$ cat src/rtl/i2cbb_pkg.sv
// Package for the I2C bit-bang master: item types, config layout and codes.
package i2cbb_pkg;

  // Configuration register widths, indexes and reset values
  localparam int unsigned QuarterW   = 16;
  localparam int unsigned AckLimW    = 8;
  localparam int unsigned CfgDataW   = 16;
  localparam int unsigned CfgIdxW    = 1;

  localparam logic [CfgIdxW-1:0] CfgIdxQuarter = 1'd0;
  localparam logic [CfgIdxW-1:0] CfgIdxAckLim  = 1'd1;

  localparam logic [QuarterW-1:0] QuarterRst = 16'd250;
  localparam logic [AckLimW-1:0]  AckLimRst  = 8'd25;

  // Command codes
  localparam logic [2:0] ActStart = 3'd0;
  localparam logic [2:0] ActStop  = 3'd1;
  localparam logic [2:0] ActWrite = 3'd2;
  localparam logic [2:0] ActWait  = 3'd3;
  localparam logic [2:0] ActRead  = 3'd4;

  // Input item: one bus tick
  typedef struct packed {
    logic       cmd_valid;
    logic [2:0] action;
    logic [7:0] tx_byte;
    logic       send_ack;
    logic       sda_in;
  } in_item_t;

  // Result item: pin levels and status after the tick
  typedef struct packed {
    logic       scl_out;
    logic       sda_out;
    logic       busy_res;
    logic       done_res;
    logic [7:0] rx_byte;
    logic       ack_failed;
  } out_item_t;

  // Configuration seen by the bit engine
  typedef struct packed {
    logic [QuarterW-1:0] quarter_ticks;
    logic [AckLimW-1:0]  ack_limit;
  } cfg_t;

endpackage

$ cat src/rtl/i2cbb_engine.sv
// I2C bit engine: phase sequencer, delay counter and shift register, one tick per step.
module i2cbb_engine (
  input  logic                clk_i,
  input  logic                rst_ni,
  input  logic                step_i,
  input  i2cbb_pkg::in_item_t in_i,
  input  i2cbb_pkg::cfg_t     cfg_i,
  output i2cbb_pkg::out_item_t res_o
);

  // Phase codes
  localparam logic [4:0] PhIdle  = 5'd0;
  localparam logic [4:0] PhSt1   = 5'd1;
  localparam logic [4:0] PhSt2   = 5'd2;
  localparam logic [4:0] PhSt3   = 5'd3;
  localparam logic [4:0] PhSt4   = 5'd4;
  localparam logic [4:0] PhSp1   = 5'd5;
  localparam logic [4:0] PhSp2   = 5'd6;
  localparam logic [4:0] PhSp3   = 5'd7;
  localparam logic [4:0] PhSp4   = 5'd8;
  localparam logic [4:0] PhWLow  = 5'd9;
  localparam logic [4:0] PhWBit  = 5'd10;
  localparam logic [4:0] PhWHi   = 5'd11;
  localparam logic [4:0] PhWLo   = 5'd12;
  localparam logic [4:0] PhWRel  = 5'd13;
  localparam logic [4:0] PhRLow  = 5'd14;
  localparam logic [4:0] PhRHi   = 5'd15;
  localparam logic [4:0] PhRHold = 5'd16;
  localparam logic [4:0] PhALow  = 5'd17;
  localparam logic [4:0] PhADat  = 5'd18;
  localparam logic [4:0] PhAHi   = 5'd19;
  localparam logic [4:0] PhALo   = 5'd20;
  localparam logic [4:0] PhATail = 5'd21;
  localparam logic [4:0] PhKPoll = 5'd22;
  localparam logic [4:0] PhKTail = 5'd23;

  logic [4:0]                     phase_q, phase_d;
  logic [i2cbb_pkg::QuarterW-1:0] delay_q, delay_d;
  logic [3:0]                     bit_q, bit_d;
  logic [7:0]                     shift_q, shift_d;
  logic [7:0]                     poll_q, poll_d;
  logic                           ack_choice_q, ack_choice_d;
  logic                           scl_q, scl_d;
  logic                           sda_q, sda_d;
  logic [7:0]                     rx_q, rx_d;
  logic                           fail_q, fail_d;

  logic                           done;
  logic                           do_enter;
  logic [4:0]                     target;
  logic [8:0]                     poll_nxt;
  logic [i2cbb_pkg::QuarterW-1:0] delay_dec;
  logic [i2cbb_pkg::QuarterW-1:0] delay_load;
  logic [3:0]                     bit_inc;

  assign poll_nxt   = {1'b0, poll_q} + 9'd1;
  assign delay_dec  = (delay_q != '0) ? delay_q - {{(i2cbb_pkg::QuarterW-1){1'b0}}, 1'b1}
                                      : delay_q;
  assign delay_load = (cfg_i.quarter_ticks != '0) ? cfg_i.quarter_ticks
                                                  : {{(i2cbb_pkg::QuarterW-1){1'b0}}, 1'b1};
  assign bit_inc    = bit_q + 4'd1;

  // Next state for one tick
  always_comb begin
    phase_d      = phase_q;
    delay_d      = delay_q;
    bit_d        = bit_q;
    shift_d      = shift_q;
    poll_d       = poll_q;
    ack_choice_d = ack_choice_q;
    scl_d        = scl_q;
    sda_d        = sda_q;
    rx_d         = rx_q;
    fail_d       = fail_q;
    done         = 1'b0;
    do_enter     = 1'b0;
    target       = PhIdle;

    if (phase_q == PhIdle) begin
      // command acceptance
      if (in_i.cmd_valid && (in_i.action <= i2cbb_pkg::ActRead)) begin
        bit_d    = 4'd0;
        poll_d   = 8'd0;
        do_enter = 1'b1;
        case (in_i.action)
          i2cbb_pkg::ActStart: target = PhSt1;
          i2cbb_pkg::ActStop:  target = PhSp1;
          i2cbb_pkg::ActWrite: begin
            shift_d = in_i.tx_byte;
            target  = PhWLow;
          end
          i2cbb_pkg::ActWait:  target = PhKPoll;
          default: begin
            ack_choice_d = in_i.send_ack;
            shift_d      = 8'd0;
            sda_d        = 1'b1;
            target       = PhRLow;
          end
        endcase
      end
    end else if (phase_q == PhKPoll) begin
      // acknowledge polling, one sample per tick
      if (!in_i.sda_in) begin
        do_enter = 1'b1;
        target   = PhKTail;
      end else if (poll_nxt > {1'b0, cfg_i.ack_limit}) begin
        scl_d   = 1'b0;
        fail_d  = 1'b1;
        phase_d = PhIdle;
        done    = 1'b1;
      end else begin
        poll_d = poll_nxt[7:0];
      end
    end else begin
      // delay count-down, advance on expiry
      delay_d = delay_dec;
      if (delay_dec == '0) begin
        case (phase_q)
          PhSt1, PhSt2, PhSt3, PhSp1, PhSp2, PhSp3, PhWBit, PhWHi, PhRLow,
          PhALow, PhADat, PhAHi, PhALo: begin
            do_enter = 1'b1;
            target   = phase_q + 5'd1;
          end
          PhWLow: begin
            do_enter = 1'b1;
            target   = PhWBit;
          end
          PhWLo: begin
            bit_d    = bit_inc;
            do_enter = 1'b1;
            target   = (bit_inc < 4'd8) ? PhWBit : PhWRel;
          end
          PhRHi: begin
            shift_d  = {shift_q[6:0], in_i.sda_in};
            do_enter = 1'b1;
            target   = PhRHold;
          end
          PhRHold: begin
            bit_d    = bit_inc;
            do_enter = 1'b1;
            target   = (bit_inc < 4'd8) ? PhRLow : PhALow;
          end
          PhATail: begin
            rx_d    = shift_q;
            phase_d = PhIdle;
            done    = 1'b1;
          end
          PhKTail: begin
            fail_d  = 1'b0;
            phase_d = PhIdle;
            done    = 1'b1;
          end
          default: begin
            phase_d = PhIdle;
            done    = 1'b1;
          end
        endcase
      end
    end

    // phase entry: load delay and set pins
    if (do_enter) begin
      phase_d = target;
      delay_d = delay_load;
      case (target)
        PhSt1:   sda_d = 1'b1;
        PhSt2:   scl_d = 1'b1;
        PhSt3:   sda_d = 1'b0;
        PhSt4:   scl_d = 1'b0;
        PhSp1:   scl_d = 1'b0;
        PhSp2:   sda_d = 1'b0;
        PhSp3:   scl_d = 1'b1;
        PhSp4:   sda_d = 1'b1;
        PhWLow:  scl_d = 1'b0;
        PhWBit: begin
          sda_d   = shift_d[7];
          shift_d = {shift_d[6:0], 1'b0};
        end
        PhWHi:   scl_d = 1'b1;
        PhWLo:   scl_d = 1'b0;
        PhWRel:  sda_d = 1'b1;
        PhRLow:  scl_d = 1'b0;
        PhRHi:   scl_d = 1'b1;
        PhALow:  scl_d = 1'b0;
        PhADat:  sda_d = ~ack_choice_d;
        PhAHi:   scl_d = 1'b1;
        PhALo:   scl_d = 1'b0;
        PhKPoll: begin
          sda_d   = 1'b1;
          scl_d   = 1'b1;
          delay_d = '0;
        end
        PhKTail: scl_d = 1'b0;
        default: ;
      endcase
    end
  end

  // Result of this tick
  always_comb begin
    res_o.scl_out    = scl_d;
    res_o.sda_out    = sda_d;
    res_o.busy_res   = (phase_d != PhIdle);
    res_o.done_res   = done;
    res_o.rx_byte    = rx_d;
    res_o.ack_failed = fail_d;
  end

  // State registers
  always_ff @(posedge clk_i or negedge rst_ni) begin
    if (!rst_ni) begin
      phase_q      <= PhIdle;
      delay_q      <= '0;
      bit_q        <= 4'd0;
      shift_q      <= 8'd0;
      poll_q       <= 8'd0;
      ack_choice_q <= 1'b0;
      scl_q        <= 1'b1;
      sda_q        <= 1'b1;
      rx_q         <= 8'd0;
      fail_q       <= 1'b0;
    end else if (step_i) begin
      phase_q      <= phase_d;
      delay_q      <= delay_d;
      bit_q        <= bit_d;
      shift_q      <= shift_d;
      poll_q       <= poll_d;
      ack_choice_q <= ack_choice_d;
      scl_q        <= scl_d;
      sda_q        <= sda_d;
      rx_q         <= rx_d;
      fail_q       <= fail_d;
    end
  end

endmodule

$ cat src/rtl/i2c_bitbang_master.sv
// Top level of the I2C bit-bang master: config registers, handshake and result register.
//
// Each input item is one tick of the I2C bit engine and gives exactly one result
// item: the SCL and SDA drive levels, busy, a one-tick done pulse, the last read
// byte and the acknowledge-failure flag after that tick. The engine does the whole
// tick in one pass of logic between its state registers and the result register,
// so one item is taken every clock cycle; a stalled output holds only the items
// behind it, since in_ready_o stays high whenever the result register is empty or
// being emptied. Commands offered while busy, on the finishing tick, or with an
// unknown action are ignored; a quarter_ticks of zero behaves as one.
module i2c_bitbang_master (
  input  logic                                 clk_i,
  input  logic                                 rst_ni,
  input  logic                                 in_valid_i,
  output logic                                 in_ready_o,
  input  i2cbb_pkg::in_item_t                  in_data_i,
  output logic                                 out_valid_o,
  input  logic                                 out_ready_i,
  output i2cbb_pkg::out_item_t                 out_data_o,
  input  logic                                 cfg_we_i,
  input  logic [i2cbb_pkg::CfgIdxW-1:0]        cfg_idx_i,
  input  logic [i2cbb_pkg::CfgDataW-1:0]       cfg_wdata_i
);

  logic [i2cbb_pkg::QuarterW-1:0] quarter_q;
  logic [i2cbb_pkg::AckLimW-1:0]  ack_lim_q;
  i2cbb_pkg::cfg_t                cfg;
  i2cbb_pkg::out_item_t           res;
  i2cbb_pkg::out_item_t           out_q;
  logic                           out_vld_q;
  logic                           step;

  // Configuration registers
  always_ff @(posedge clk_i or negedge rst_ni) begin
    if (!rst_ni) begin
      quarter_q <= i2cbb_pkg::QuarterRst;
      ack_lim_q <= i2cbb_pkg::AckLimRst;
    end else if (cfg_we_i) begin
      case (cfg_idx_i)
        i2cbb_pkg::CfgIdxQuarter: quarter_q <= cfg_wdata_i[i2cbb_pkg::QuarterW-1:0];
        i2cbb_pkg::CfgIdxAckLim:  ack_lim_q <= cfg_wdata_i[i2cbb_pkg::AckLimW-1:0];
        default: ;
      endcase
    end
  end

  assign cfg.quarter_ticks = quarter_q;
  assign cfg.ack_limit     = ack_lim_q;

  // Accept when the result register is free or draining
  assign in_ready_o = !out_vld_q || out_ready_i;
  assign step       = in_valid_i && in_ready_o;

  i2cbb_engine u_engine (
    .clk_i  (clk_i),
    .rst_ni (rst_ni),
    .step_i (step),
    .in_i   (in_data_i),
    .cfg_i  (cfg),
    .res_o  (res)
  );

  // Result register
  always_ff @(posedge clk_i or negedge rst_ni) begin
    if (!rst_ni) begin
      out_vld_q <= 1'b0;
    end else if (in_ready_o) begin
      out_vld_q <= step;
    end
  end

  always_ff @(posedge clk_i) begin
    if (step) begin
      out_q <= res;
    end
  end

  assign out_valid_o = out_vld_q;
  assign out_data_o  = out_q;

endmodule
$ cat config.mk
export PLATFORM = sky130hd
export DESIGN_NAME = i2c_bitbang_master
export DESIGN_NICKNAME = d
export VERILOG_FILES = /design/src/rtl/i2cbb_pkg.sv /design/src/rtl/i2cbb_engine.sv /design/src/rtl/i2c_bitbang_master.sv
export SDC_FILE = /design/constraint.sdc
export NUM_CORES = 1
export LEC_CHECK = 0
export BUFFER_PORTS_ARGS = -buffer_cell sky130_fd_sc_hd__clkbuf_2
export CAP_MARGIN = 40
export CELL_PAD_IN_SITES_DETAIL_PLACEMENT = 0
export CELL_PAD_IN_SITES_GLOBAL_PLACEMENT = 1
export CORE_MARGIN = 2
export CORE_UTILIZATION = 45
export CTS_BUF_LIST = sky130_fd_sc_hd__clkbuf_8
export DETAILED_ROUTE_END_ITERATION = 10
export PLACE_DENSITY = 0.78
export SLEW_MARGIN = 5
export SYNTH_ARGS = -nofsm -noshare
export SYNTH_HDL_FRONTEND = slang
export SYNTH_SLANG_ARGS = --single-unit
$ cat constraint.sdc
create_clock -name clk_i -period 6.2 [get_ports clk_i]
set_input_delay 0.93 -clock clk_i [delete_from_list [all_inputs] [get_ports clk_i]]
set_output_delay 0.93 -clock clk_i [all_outputs]
set_load 0.02 [all_outputs]
; Yosys cells after proc, flatten, opt, wreduce, memory -nomap -nowiden
; Cells that the tools add are included.
[classes]
add_sub_neg = 4
mul = 0
div = 0
n_lt_le_gt_ge = 3
eq_ne = 49
shifts = 0
muxes = 75
bitwise = 2
reduce_logical = 28
[ops]
columns = op, n
row1 = 8-bit two-way mux, 16
row2 = 16-bit two-way mux, 6
row3 = 5-bit by 4-bit == test with 1-bit output (second input constant), 14
row4 = 5-bit == test (second input constant), 14
row5 = 5-bit two-way mux, 13
row6 = 5-bit by 3-bit == test with 1-bit output (second input constant), 7
row7 = 16-bit nonzero test, 2
row8 = 1-bit two-way mux, 29
row9 = 5-bit case mux with 5 select lines, 1
row10 = 5-bit by 2-bit == test with 1-bit output (second input constant), 4
row11 = 4-bit two-way mux, 5
row12 = 5-bit case mux with 4 select lines, 1
row13 = 17-bit OR reduction, 1
row14 = 16-bit zero test, 1
row15 = 8-bit case mux with 2 select lines, 1
row16 = 16-bit by 1-bit subtractor with 16-bit output (second input constant), 1
row17 = 13-bit OR reduction, 1
row18 = 5-bit by 1-bit == test with 1-bit output (second input constant), 2
row19 = 5-bit AND reduction, 2
row20 = 8-bit by 1-bit adder with 9-bit output (second input constant), 1
row21 = 9-bit by 8-bit greater-than comparator with 1-bit output, 1
row22 = 2-bit by 1-bit != test with 1-bit output (second input constant), 4
row23 = 2-bit nonzero test, 4
row24 = 4-bit OR reduction, 2
row25 = other kinds (23), 28
[word_totals]
reg_bits = 91
latchBits = 0
mem_bits_rw = 0
romBits = 0
output_inout_bits = 15
wordCells = 180
mem_count = 0

; Logic depth before layout (Yosys ltp)
; Gate-level depths: netlist of the first run.
[logic_depth]
depth_word = 11
mapped_depth = 15
mapped_depth_nobuf = 13

; By module
; From an unflattened synthesis of the first run, not the netlist that was laid out.
[hier_totals]
cells_unflattened = 617
hier_area_um2 = 5869.4
[modules_own_cells]
columns = mod, n_inst, cells_per_inst, area_per_inst_um2, seq_area_each_um2
row1 = i2cbb_engine, 1, 548, 4479.3, 1328.8
row2 = i2c_bitbang_master, 1, 69, 1390.1, 1027.2

; Least setup slack after synthesis of the first run
; OpenSTA, ideal clock, no wires.
[synth_path]
kind = reg2reg
startpoint = register u_engine.delay_q[3] (netlist bit)
endpoint = register u_engine.shift_q[2]
setup_time_ns = 0.083
arrival_time_ns = 3.440
t_required_ns = 6.117
path_slack_ns = 2.677
path_stages_with_launch = 12
path_buffers = 1
period_less_slack_ns = 3.523
cell_sequence = dfrtp_1 > buf_6 > or4_4 > or4_4 > o21ai_2 > nand4b_2 > nor4_4 > a41o_2 > nand3_1 > nor3_4 > mux2_2 > o21ai_0
[synth_via]
elab_chain_cells = 9
word_cells_on_any_way = 16
classes_between = add/sub (1) / eq/ne (1) / mux (12) / reduce/logical (2)
[synth_lines]
columns = item, line_no
row1 = start: declaration, i2cbb_engine.sv:38  ; logic [i2cbb_pkg::QuarterW-1:0] delay_q, delay_d;
row2 = start signal: assignment, i2cbb_engine.sv:224  ; delay_q <= delay_d;
row3 = 16-bit by 1-bit subtractor with 16-bit output or 16-bit nonzero test (tied branches), i2cbb_engine.sv:57  ; assign delay_dec = (delay_q != '0) ? delay_q - {{(i2cbb_pkg::QuarterW-1){1'b0}}, 1'b1}
row4 = 16-bit two-way mux (*), i2cbb_engine.sv:57
row5 = 16-bit zero test (*), i2cbb_engine.sv:117  ; if (delay_dec == '0) begin
row6 = 5-bit two-way mux, i2cbb_engine.sv:117
row7 = 5-bit two-way mux, i2cbb_engine.sv:101  ; end else if (phase_q == PhKPoll) begin
row8 = 5-bit two-way mux, i2cbb_engine.sv:79  ; if (phase_q == PhIdle) begin
row9 = 5-bit by 4-bit == test with 1-bit output, i2cbb_engine.sv:165  ; case (target)
row10 = 8-bit two-way mux, i2cbb_engine.sv:165
row11 = 8-bit two-way mux (*), i2cbb_engine.sv:162  ; if (do_enter) begin
row12 = end signal: assignment, i2cbb_engine.sv:226  ; shift_q <= shift_d;
row13 = end: declaration, i2cbb_engine.sv:40  ; logic [7:0] shift_q, shift_d;
; Every way passes the cells marked *; elsewhere a longest branch is shown, timed or not.
; A chain may end at the register's enable or synchronous reset.

; Final worst setup path of the first run
[layout_path]
startpoint = register u_engine.delay_q[0] (netlist bit)
endpoint = register u_engine.delay_q[15] (netlist bit)
[layout_via]
elab_chain_cells = 9
word_cells_on_any_way = 18
classes_between = add/sub (1) / eq/ne (3) / mux (11) / reduce/logical (3)
[layout_lines]
columns = item, line_no
row1 = 16-bit by 1-bit subtractor with 16-bit output or 16-bit nonzero test (tied branches), i2cbb_engine.sv:57
row2 = 16-bit two-way mux (*), i2cbb_engine.sv:57
row3 = 16-bit zero test, i2cbb_engine.sv:117
row4 = 5-bit two-way mux, i2cbb_engine.sv:117
row5 = 5-bit two-way mux, i2cbb_engine.sv:101
row6 = 5-bit two-way mux, i2cbb_engine.sv:79
row7 = 5-bit == test, i2cbb_engine.sv:165
row8 = 16-bit two-way mux, i2cbb_engine.sv:165
row9 = 16-bit two-way mux, i2cbb_engine.sv:162
; Every way passes the cells marked *; elsewhere a longest branch is shown, timed or not. The select of a mux whose other input is x is not followed.

==> results of run 1 <==
-- final timing paths --
path | start | slack (ns) | cells after the start | to
worst min register to register | u_engine.sda_q | 0.50 | 2 | u_engine.sda_q
worst max register to register | u_engine.delay_q[0] | 1.52 | 14 | u_engine.delay_q[15]
min in group clk_i | u_engine.sda_q | 0.50 | 2 | u_engine.sda_q
worst max-delay path | u_engine.delay_q[0] | 1.52 | 14 | u_engine.delay_q[15]
max in group asynchronous | rst_ni | 5.14 | 2 | quarter_q[1]
worst min-delay path | rst_ni | 0.42 | 1 | u_engine.shift_q[1]
-- metrics by stage --
step	area, um^2	worst slack (ns)
final	6430	1.52
after global routing	6430	1.06
after CTS	6430	1.55
after detailed placement	6160	1.57
after global placement	6090	1.68
after floorplan	5720	2.68
-- layer usage --
layer	part of all wire, %	global-route usage, %
met1	45	29.5
met2	50	39.0
met3	3.5	3.19
met4	1.6	8.16
met5	0	0
-- critical path, delay by kind of cell, from the launching register on --
family	cells	cell delay [ns]
buffers and inverters	2	0.37
AO/OA/AOI/OAI	4	1.03
flip-flops	1	0.46
AND/OR/NAND/NOR	7	2.45
adder cells (fa/ha/maj)	1	0.22
-- power groups by stage --
stage / logic, W / clock network [W] / registers, W
after floorplan: 0.000752 / 0 / 0.000873
final: 0.000982 / 0.000536 / 0.000939
after global routing: 0.00108 / 0.000570 / 0.000962
after CTS: 0.000970 / 0.000548 / 0.000931
after detailed placement: 0.000964 / 0 / 0.000943
after global placement: 0.000951 / 0 / 0.000939
-- sequential cells by signal, indices dropped and copies added (netlist names), 4 cells and up --
register,flops
u_engine.shift_q,8
quarter_q,16
u_engine.phase_q,5
out_data_o,13
ack_lim_q,8
u_engine.delay_q,16
u_engine.bit_q,4
u_engine.rx_q,8
u_engine.poll_q,8
-- cell families (layout without fill, tap and decap cells) --
kind of cell | Yosys count | count (layout)
simple gates | 219 | 219
compound gates | 166 | 166
fa+ha+maj | 16 | 16
xor+xnor | 12 | 12
flops | 91 | 91
buf+inv | 49 | 97
mux | 56 | 56
-- final cells by class --
type / count / area, um^2 / area share [%]
multi-input cells: 469 / 3170 / 49.3
repair buffers: 61 / 353 / 5.49
inverters: 20 / 75.1 / 1.17
clock inverters: 7 / 139 / 2.16
flip-flops and latches: 91 / 2360 / 36.7
well taps: 172 / 215 / 3.35
clock buffers: 9 / 124 / 1.93
-- cells in the final DEF, fill, tap and decap left out, types with 5 or more instances in the layout --
cell type,n
or3_1,5
a21o_1,5
dfrtp_1,67
dfstp_2,11
nor2_1,31
o211ai_1,11
nand2_1,80
o21ai_0,47
mux2_2,47
xnor2_1,5
nand3_1,16
mux2i_1,9
clkbuf_8,9
o21ai_1,5
clkbuf_2,49
nor2b_1,11
a221oi_1,5
ha_1,16
inv_1,21
nand4_1,9
nor4_1,6
edfxtp_1,13
xor2_1,7
nand2b_1,10
and3_1,8
buf_4,10
a221o_1,7
a211oi_1,5
nor3_1,19
a21oi_1,34
==> results.toml, run 1 <==
[worst_setup_path]
critPathCaptureType = "register"
critPathMaxStageDelay_ns = 0.78
path_cells = "inv_1 -> ha_1 -> nor4b_2 -> nand4b_1 -> nor4_1 -> o211ai_1 -> nor4_4 -> a31oi_1 -> buf_4 -> nor2b_1 -> a21oi_4 -> and2_1 -> nand2_1 -> o311ai_0"
crit_path_max_fanout = 16
cp.required_ns = 6.47
crit_type = "reg2reg"
critical-path-slowest-cell = "nor4_4"
cp-start-kind = "register"
critical_path_arrival_ns = 4.95

[synth]
synth_seq_area_share_pct = 41.2
yosysMostFrequentCell = "nand2_1"
synth_common_cells = "nand2_1, dfrtp_1, mux2_2, o21ai_0, a21oi_1"
synth.distinct_cells = 68
synth_fa_ha_area_share_pct = 3.50
ys_seq_elements = 91
syn_area_mm2 = 0.00572
synth_xor_area_share_pct = 1.84
synth_cells = 609
synth_top_family_by_area = "simple AND/OR/NAND/NOR gates"
yosys_warnings = 0
yosysTopAreaCell = "dfrtp_1"
muxShareOfSynthArea_pct = 10.8
syn_avg_cell_area_um2 = 9.40
synth_edf_count = 13
synth_top_flop_cell = "dfrtp_1"
async_flop_share_pct = 85.7
synth-compound-area-share_pct = 19.2
synth_area_leaders = "dfrtp_1, mux2_2, edfxtp_1, nand2_1, dfstp_2"
syn-num-nets = 661
yosys.area.top_type_share_pct = 29.3
synth_simple_gate_area_share_pct = 19.9

[placed_design]
port_buffers = 50
gp_congestion = 0.910
dpl.cell_count = 813
dpl.hpwl_mm = 10.9

[detailed_routing]
drtAntennaViolNets = 0
num_vias = 4955
vias_per_cell = 5.98
drt-pass1-iter-count = 5
drtIter0Drc = 366
drt_wl_total_mm = 14.8
drc_errors = 0
wl_per_cell_um = 17.8

[clock_network]
cts_hold_buf = 0
tritoncts = "yes"
clock-sinks = 91
post_cts_resized = 0
htreeDepth = 3
post-cts-setup-buffers = 0
clk-insertion-delay-late_ns = 0.39
path_clk_slew_ns = 0.09
cts-root-buf = "clkbuf_8"
cts_buffers = 9
clockBufferDepth = 2

[timing]
finClkSkew_ns = 0.0124
worst_slew_pin_slew_ns = 0.847
slew_viol_final = 0
finalCritPeriodShare_pct = 75.5
period_needed_ns = 4.68
tns_ns = 0
rsz0062_at_grt = "false"
finalSetupViolCount = 0
hold_viol = 0
hold_ws_ns = 0.416
slew_headroom_pct = 43.1
clock.fmax_mhz = 214

[finish]
num_antenna_cells = 0
area_growth_pct = 12.3
layout.cells.non_filler = 829
final_util_pct = 51.3
final_nets = 704
fillers = 1190
final_layout_size_suffix_gt1_share_pct = 22.8

[pwr]
power_frac_seq_pct = 38.2
leakagePower_nw = 2.71
powerDensity_mw_per_mm2 = 382
p_comb_share_pct = 40.0
p_switching_w = 0.00101
peakVddDrop_v = 0.000207
swShare_pct = 41.3
p_clk_share_pct = 21.8
total_power_w = 0.00246
intPower_w = 0.00144

[grt]
grtUsageTotal_pct = 22.7
grt_pass1_vias = 4736
grt_max_degree = 62
antenna_found_initial = 0
grt_pass1_wl_mm = 24.1
overflow = 0

[floorplanning]
die_width_um = 117
core_mm2 = 0.0125
rows = 41
die-area_mm2 = 0.0136
initial_core_util_pct = 45.7
io_pins = 51
die_y_um = 117

[job]
drv_cap = 0

[hold_path]
hp-class = "in2async"

[status]
outcome = "complete, no violations"
Note: power is estimated with default switching activity, not from simulation.
==> run 2: changes to the inputs <==
Clock period 6.2 ns to 4.35 ns, I/O delays scaled along.
==> run 2 against run 1 <==
  * Combinational power grew 48%
  * Utilization grew 0.45 points
  * Via count grew 1.2%
  * Design area grew 0.88%
  * Sequential share of layout area shrank 0.32 points
  * Routed wire length grew 1.3%
==> results.toml, run 2 (synthesis gave the netlist of run 1 again) <==
[status]
outcome = "complete, no violations"

[timing]
rsz0062_at_grt = "false"
hold_viol = 0
finalCritPeriodShare_pct = 92.8
finalSetupViolCount = 0
tns_ns = 0
clock.fmax_mhz = 248
slew_viol_final = 0
period_needed_ns = 4.04
worst_slew_pin_slew_ns = 0.835
slew_headroom_pct = 44.0
finClkSkew_ns = 0.0134

[worst_setup_path]
reg2reg_from = "u_engine.delay_q[0]"
critical_path_arrival_ns = 4.32
critPathCapture = "u_engine.rx_q[1]"
r2r_slack_ns = 0.31
reg2reg_to = "u_engine.rx_q[1]"
cp-start-kind = "register"
reg2regPathDepth = 12
crit_type = "reg2reg"
cp.required_ns = 4.63
worstSetupStartpoint = "u_engine.delay_q[0]"
crit_path_max_fanout = 10
critPathCaptureType = "register"

[detailed_routing]
dr_wl_met3_um = 788
wl_met2_mm = 7.18
vias_per_cell = 5.98
drt_wl_total_mm = 15.0
wl_per_cell_um = 17.9
drc_errors = 0
drtAntennaViolNets = 0
top_layer_used = "met4"
num_vias = 5013
wl_met1_mm = 6.63
drt-pass1-iter-count = 6
drtIter0Drc = 376

[clock_network]
path_clk_slew_ns = 0.10
cts-root-buf = "clkbuf_8"
cts_buffers = 9
tritoncts = "yes"
htreeDepth = 3
clk-insertion-delay-late_ns = 0.39
post-cts-setup-buffers = 0
clockBufferDepth = 2
post_cts_resized = 0
clock-sinks = 91
cts_hold_buf = 0

[floorplanning]
die_width_um = 117
io_pins = 51
initial_core_util_pct = 45.7
die-area_mm2 = 0.0136
die_y_um = 117
core_mm2 = 0.0125
rows = 41

[finish]
area_growth_pct = 13.3
final_layout_size_suffix_gt1_share_pct = 24.0
final_cell_mix = "nand2_1, dfrtp_1, clkbuf_2"
final_nets = 713
num_antenna_cells = 0
layout_commonest_cell = "nand2_1"

[grt]
grtUsageTotal_pct = 23.4
overflow = 0
grt_pass1_wl_mm = 24.7
antenna_found_initial = 0
grt_max_degree = 66
grt_pass1_vias = 4914

[placed_design]
gp_congestion = 0.941
dpl.hpwl_mm = 10.9
port_buffers = 50

[pwr]
leakagePower_nw = 2.75
peakVddDrop_v = 0.000277
total_power_w = 0.00349
powerDensity_mw_per_mm2 = 539

[hold_path]
hp-class = "in2async"

[job]
drv_cap = 0
==> run 2: changes by cell type in the layout (fill, tap and decap cells not counted) <==
cell / delta
clkinvlp_4: +1
inv_1: -1
clkbuf_8: +1
buf_4: +10
buf_2: -1
clkinv_2: +1
inv_4: -1
bufinv_16: -1
==> run 2: worst min-delay path by stage <==
stage,start,endpoint,slack (ns),cells past startpoint
finish,rst_ni,u_engine.shift_q[3],0.11,1
global route,rst_ni,u_engine.shift_q[3],0.10,1
CTS,rst_ni,u_engine.shift_q[3],0.09,1
detailed placement,quarter_q[9],u_engine.delay_q[9],0.48,2
global placement,u_engine.ack_choice_q,u_engine.ack_choice_q,0.48,2
floorplan,rst_ni,ack_lim_q[1],0.36,0
==> run 2: cell type report <==
type,instances,area [um^2]
well taps,172,215
clock buffers,10,138
flip-flops and latches,91,2360
multi-input cells,469,3170
clock inverters,6,111
fillers,1232,6030
repair buffers,70,423
inverters,20,75.1
==> run 2: power by group <==
part	total (W)	switching [W]	internal [W]
clock network	0.000721	0.000323	0.000398
logic	0.00145	0.000865	0.000580
registers	0.00133	0.000262	0.00106
==> run 2: layer usage <==
metal / track usage, % / up-vias
met2: 38.3 / 185
met1: 30.9 / 2433
met3: 3.50 / 29
li1: - / 2366
met5: 0 / -
met4: 10.4 / 0
==> run 2: worst max-delay path, stage by stage (launching register included) <==
cell and delay (ns):
dfrtp_1 0.47, inv_1 0.09, ha_1 0.21, nor4b_2 0.46
nand4b_1 0.30, nor4_1 0.26, o211ai_1 0.19, nor4_4 0.37
buf_4 0.24, nor4b_2 0.28, nand2_1 0.36, nor2_4 0.35
mux2_2 0.37
==> run 2: stage by stage <==
stage | hold WS, ns | util, % | setup slack, ns | cells | area, um^2
after detailed placement | 0.484 | 49.8 | 0.240 | 821 | 6230
after global placement | 0.482 | 49.4 | 0.455 | 818 | 6180
final | 0.109 | 51.8 | 0.311 | 838 | 6480
after CTS | 0.0919 | 51.7 | 0.192 | 837 | 6480
after global routing | 0.102 | 51.8 | 0.0288 | 838 | 6480
after floorplan | 0.357 | - | 0.827 | 609 | 5720
==> run 3: changes to the inputs <==
==> constraint.sdc (replaced) <==
create_clock -name clk_i -period 4.35 [get_ports clk_i]
set_input_delay 0.2175 -clock clk_i [delete_from_list [all_inputs] [get_ports clk_i]]
set_output_delay 0.2175 -clock clk_i [all_outputs]
set_load 0.02 [all_outputs]
==> run 3 against run 2 <==
  * Sequential share of layout area is 0.49 points higher
  * Via count is 1.1% lower
  * Hold slack worse by 0.064 ns
  * Global-route usage is 1.4 points lower
  * Routed wire length is 3.9% lower
  * Critical path type unchanged
  * Cell count is 0.12% lower
  * Combinational power hardly changed
  * Clock power is 21% lower
  * Sequential cell count stayed put
  * Utilization is 0.69 points lower
  * Power is 5.0% lower
==> results.toml, run 3 (synthesis gave the netlist of run 1 again) <==
[pwr]
leakagePower_nw = 2.71
powerDensity_mw_per_mm2 = 519
peakVddDrop_v = 0.000228

[worst_setup_path]
crit_path_max_fanout = 10
critPathCaptureType = "register"
cp.required_ns = 4.66
critical_path_arrival_ns = 4.18
reg2reg_from = "u_engine.delay_q[0]"
crit_type = "reg2reg"
cp-start-kind = "register"
worstSetupStartpoint = "u_engine.delay_q[0]"

[finish]
num_antenna_cells = 0
layout_commonest_cell = "nand2_1"
final_layout_size_suffix_gt1_share_pct = 23.3
area_growth_pct = 11.8
final_area_mm2 = 0.00640
final_cell_mix = "nand2_1, dfrtp_1, clkbuf_2"
final_nets = 712

[clock_network]
clk-insertion-delay-late_ns = 0.38
cts-root-buf = "clkbuf_8"
tritoncts = "yes"
htreeDepth = 3
clock-sinks = 91
post-cts-setup-buffers = 0
clockBufferDepth = 2
cts_buffers = 9
path_clk_slew_ns = 0.09

[grt]
grtUsageTotal_pct = 22.0
grt_pass1_vias = 4670
grt_pass1_wl_mm = 23.3
grt_max_degree = 56
antenna_found_initial = 0
overflow = 0

[job]
drv_cap = 0

[hold_path]
hp-class = "in2reg"
min-delay-start = "in_valid_i"

[floorplanning]
die_width_um = 117
die-area_mm2 = 0.0136
initial_core_util_pct = 45.7
core_mm2 = 0.0125
io_pins = 51
rows = 41
die_y_um = 117

[timing]
finClkSkew_ns = 0.0159
slew_viol_final = 0
finalSetupViolCount = 0
finalCritPeriodShare_pct = 88.9
clock.fmax_mhz = 259
worst_slew_pin_slew_ns = 0.834
period_needed_ns = 3.87
slew_headroom_pct = 44.0
rsz0062_at_grt = "false"
tns_ns = 0
hold_viol = 0

[detailed_routing]
drc_errors = 0
drtIter0Drc = 377
drt-pass1-iter-count = 5
vias_per_cell = 5.92
num_vias = 4958
drt_wl_total_mm = 14.4
drtAntennaViolNets = 0
wl_per_cell_um = 17.2

[placed_design]
gp_congestion = 0.887
place_area_mm2 = 0.00620
port_buffers = 50
dpl.hpwl_mm = 10.7

[status]
outcome = "complete, no violations"
run 3: area by class of cell:
class / count / area (um^2)
flip-flops and latches: 91 / 2360
fillers: 1162 / 6120
repair buffers: 69 / 398
inverters: 20 / 75.1
multi-input cells: 469 / 3170
clock buffers: 9 / 124
clock inverters: 7 / 61.3
well taps: 172 / 215
run 3: final timing paths:
kind | to | slack (ns) | cells after the start
setup / recovery | u_engine.shift_q[4] | 0.48 | 12
hold / removal | out_valid_o | 0.04 | 2
setup reg to reg | u_engine.shift_q[4] | 0.48 | 12
hold reg to reg | u_engine.scl_q | 0.50 | 2
max in group asynchronous | u_engine.delay_q[5] | 3.06 | 3
min in group asynchronous | u_engine.shift_q[1] | 0.27 | 2
run 3: critical path, cell delays in order (launching register included):
cell,delay (ns)
dfrtp_1,0.46
inv_1,0.09
ha_1,0.21
nor4b_2,0.41
nand4b_1,0.27
nor4_1,0.23
o211ai_1,0.18
nor4_4,0.43
a41o_2,0.36
nand3_1,0.18
nor3_4,0.43
mux2_2,0.40
o21ai_1,0.12
run 3: per-stage QoR:
step | utilization (%) | instances | setup slack (ns) | power [W] | hold WS [ns]
finish | 51.1 | 837 | 0.483 | 0.00332 | 0.0440
global route | 51.1 | 837 | 0.100 | 0.00355 | 0.0406
CTS | 51.1 | 837 | 0.386 | 0.00332 | 0.0228
detailed placement | 49.5 | 820 | 0.403 | 0.00274 | 0.151
global placement | 49.4 | 818 | 0.497 | 0.00273 | 0.154
floorplan | - | 609 | 0.827 | 0.00232 | -0.0781
run 3: layer usage:
metal / vias to the layer above / track usage [%] / wire, um / part of all wire, %
li1: 2361 / - / - / -
met4: 0 / 10.6 / 433 / 3.0
met2: 199 / 34.4 / 6670 / 46
met1: 2362 / 30.0 / 6380 / 44
met5: - / 0 / 0 / 0
met3: 36 / 3.55 / 896 / 6.2
run 3: power by group:
group | total [W] | internal (W) | switching (W)
combinational | 0.00143 | 0.000581 | 0.000851
sequential | 0.00132 | 0.00106 | 0.000255
clock | 0.000567 | 0.000260 | 0.000308
total | 0.00332 | 0.00190 | 0.00141
run 3: timing repair:
action	in CTS	in global routing
endpoints found under the setup margin	0	8
hold buffers	1	0
hold endpoints to repair	21	0
gates resized for setup	0	1
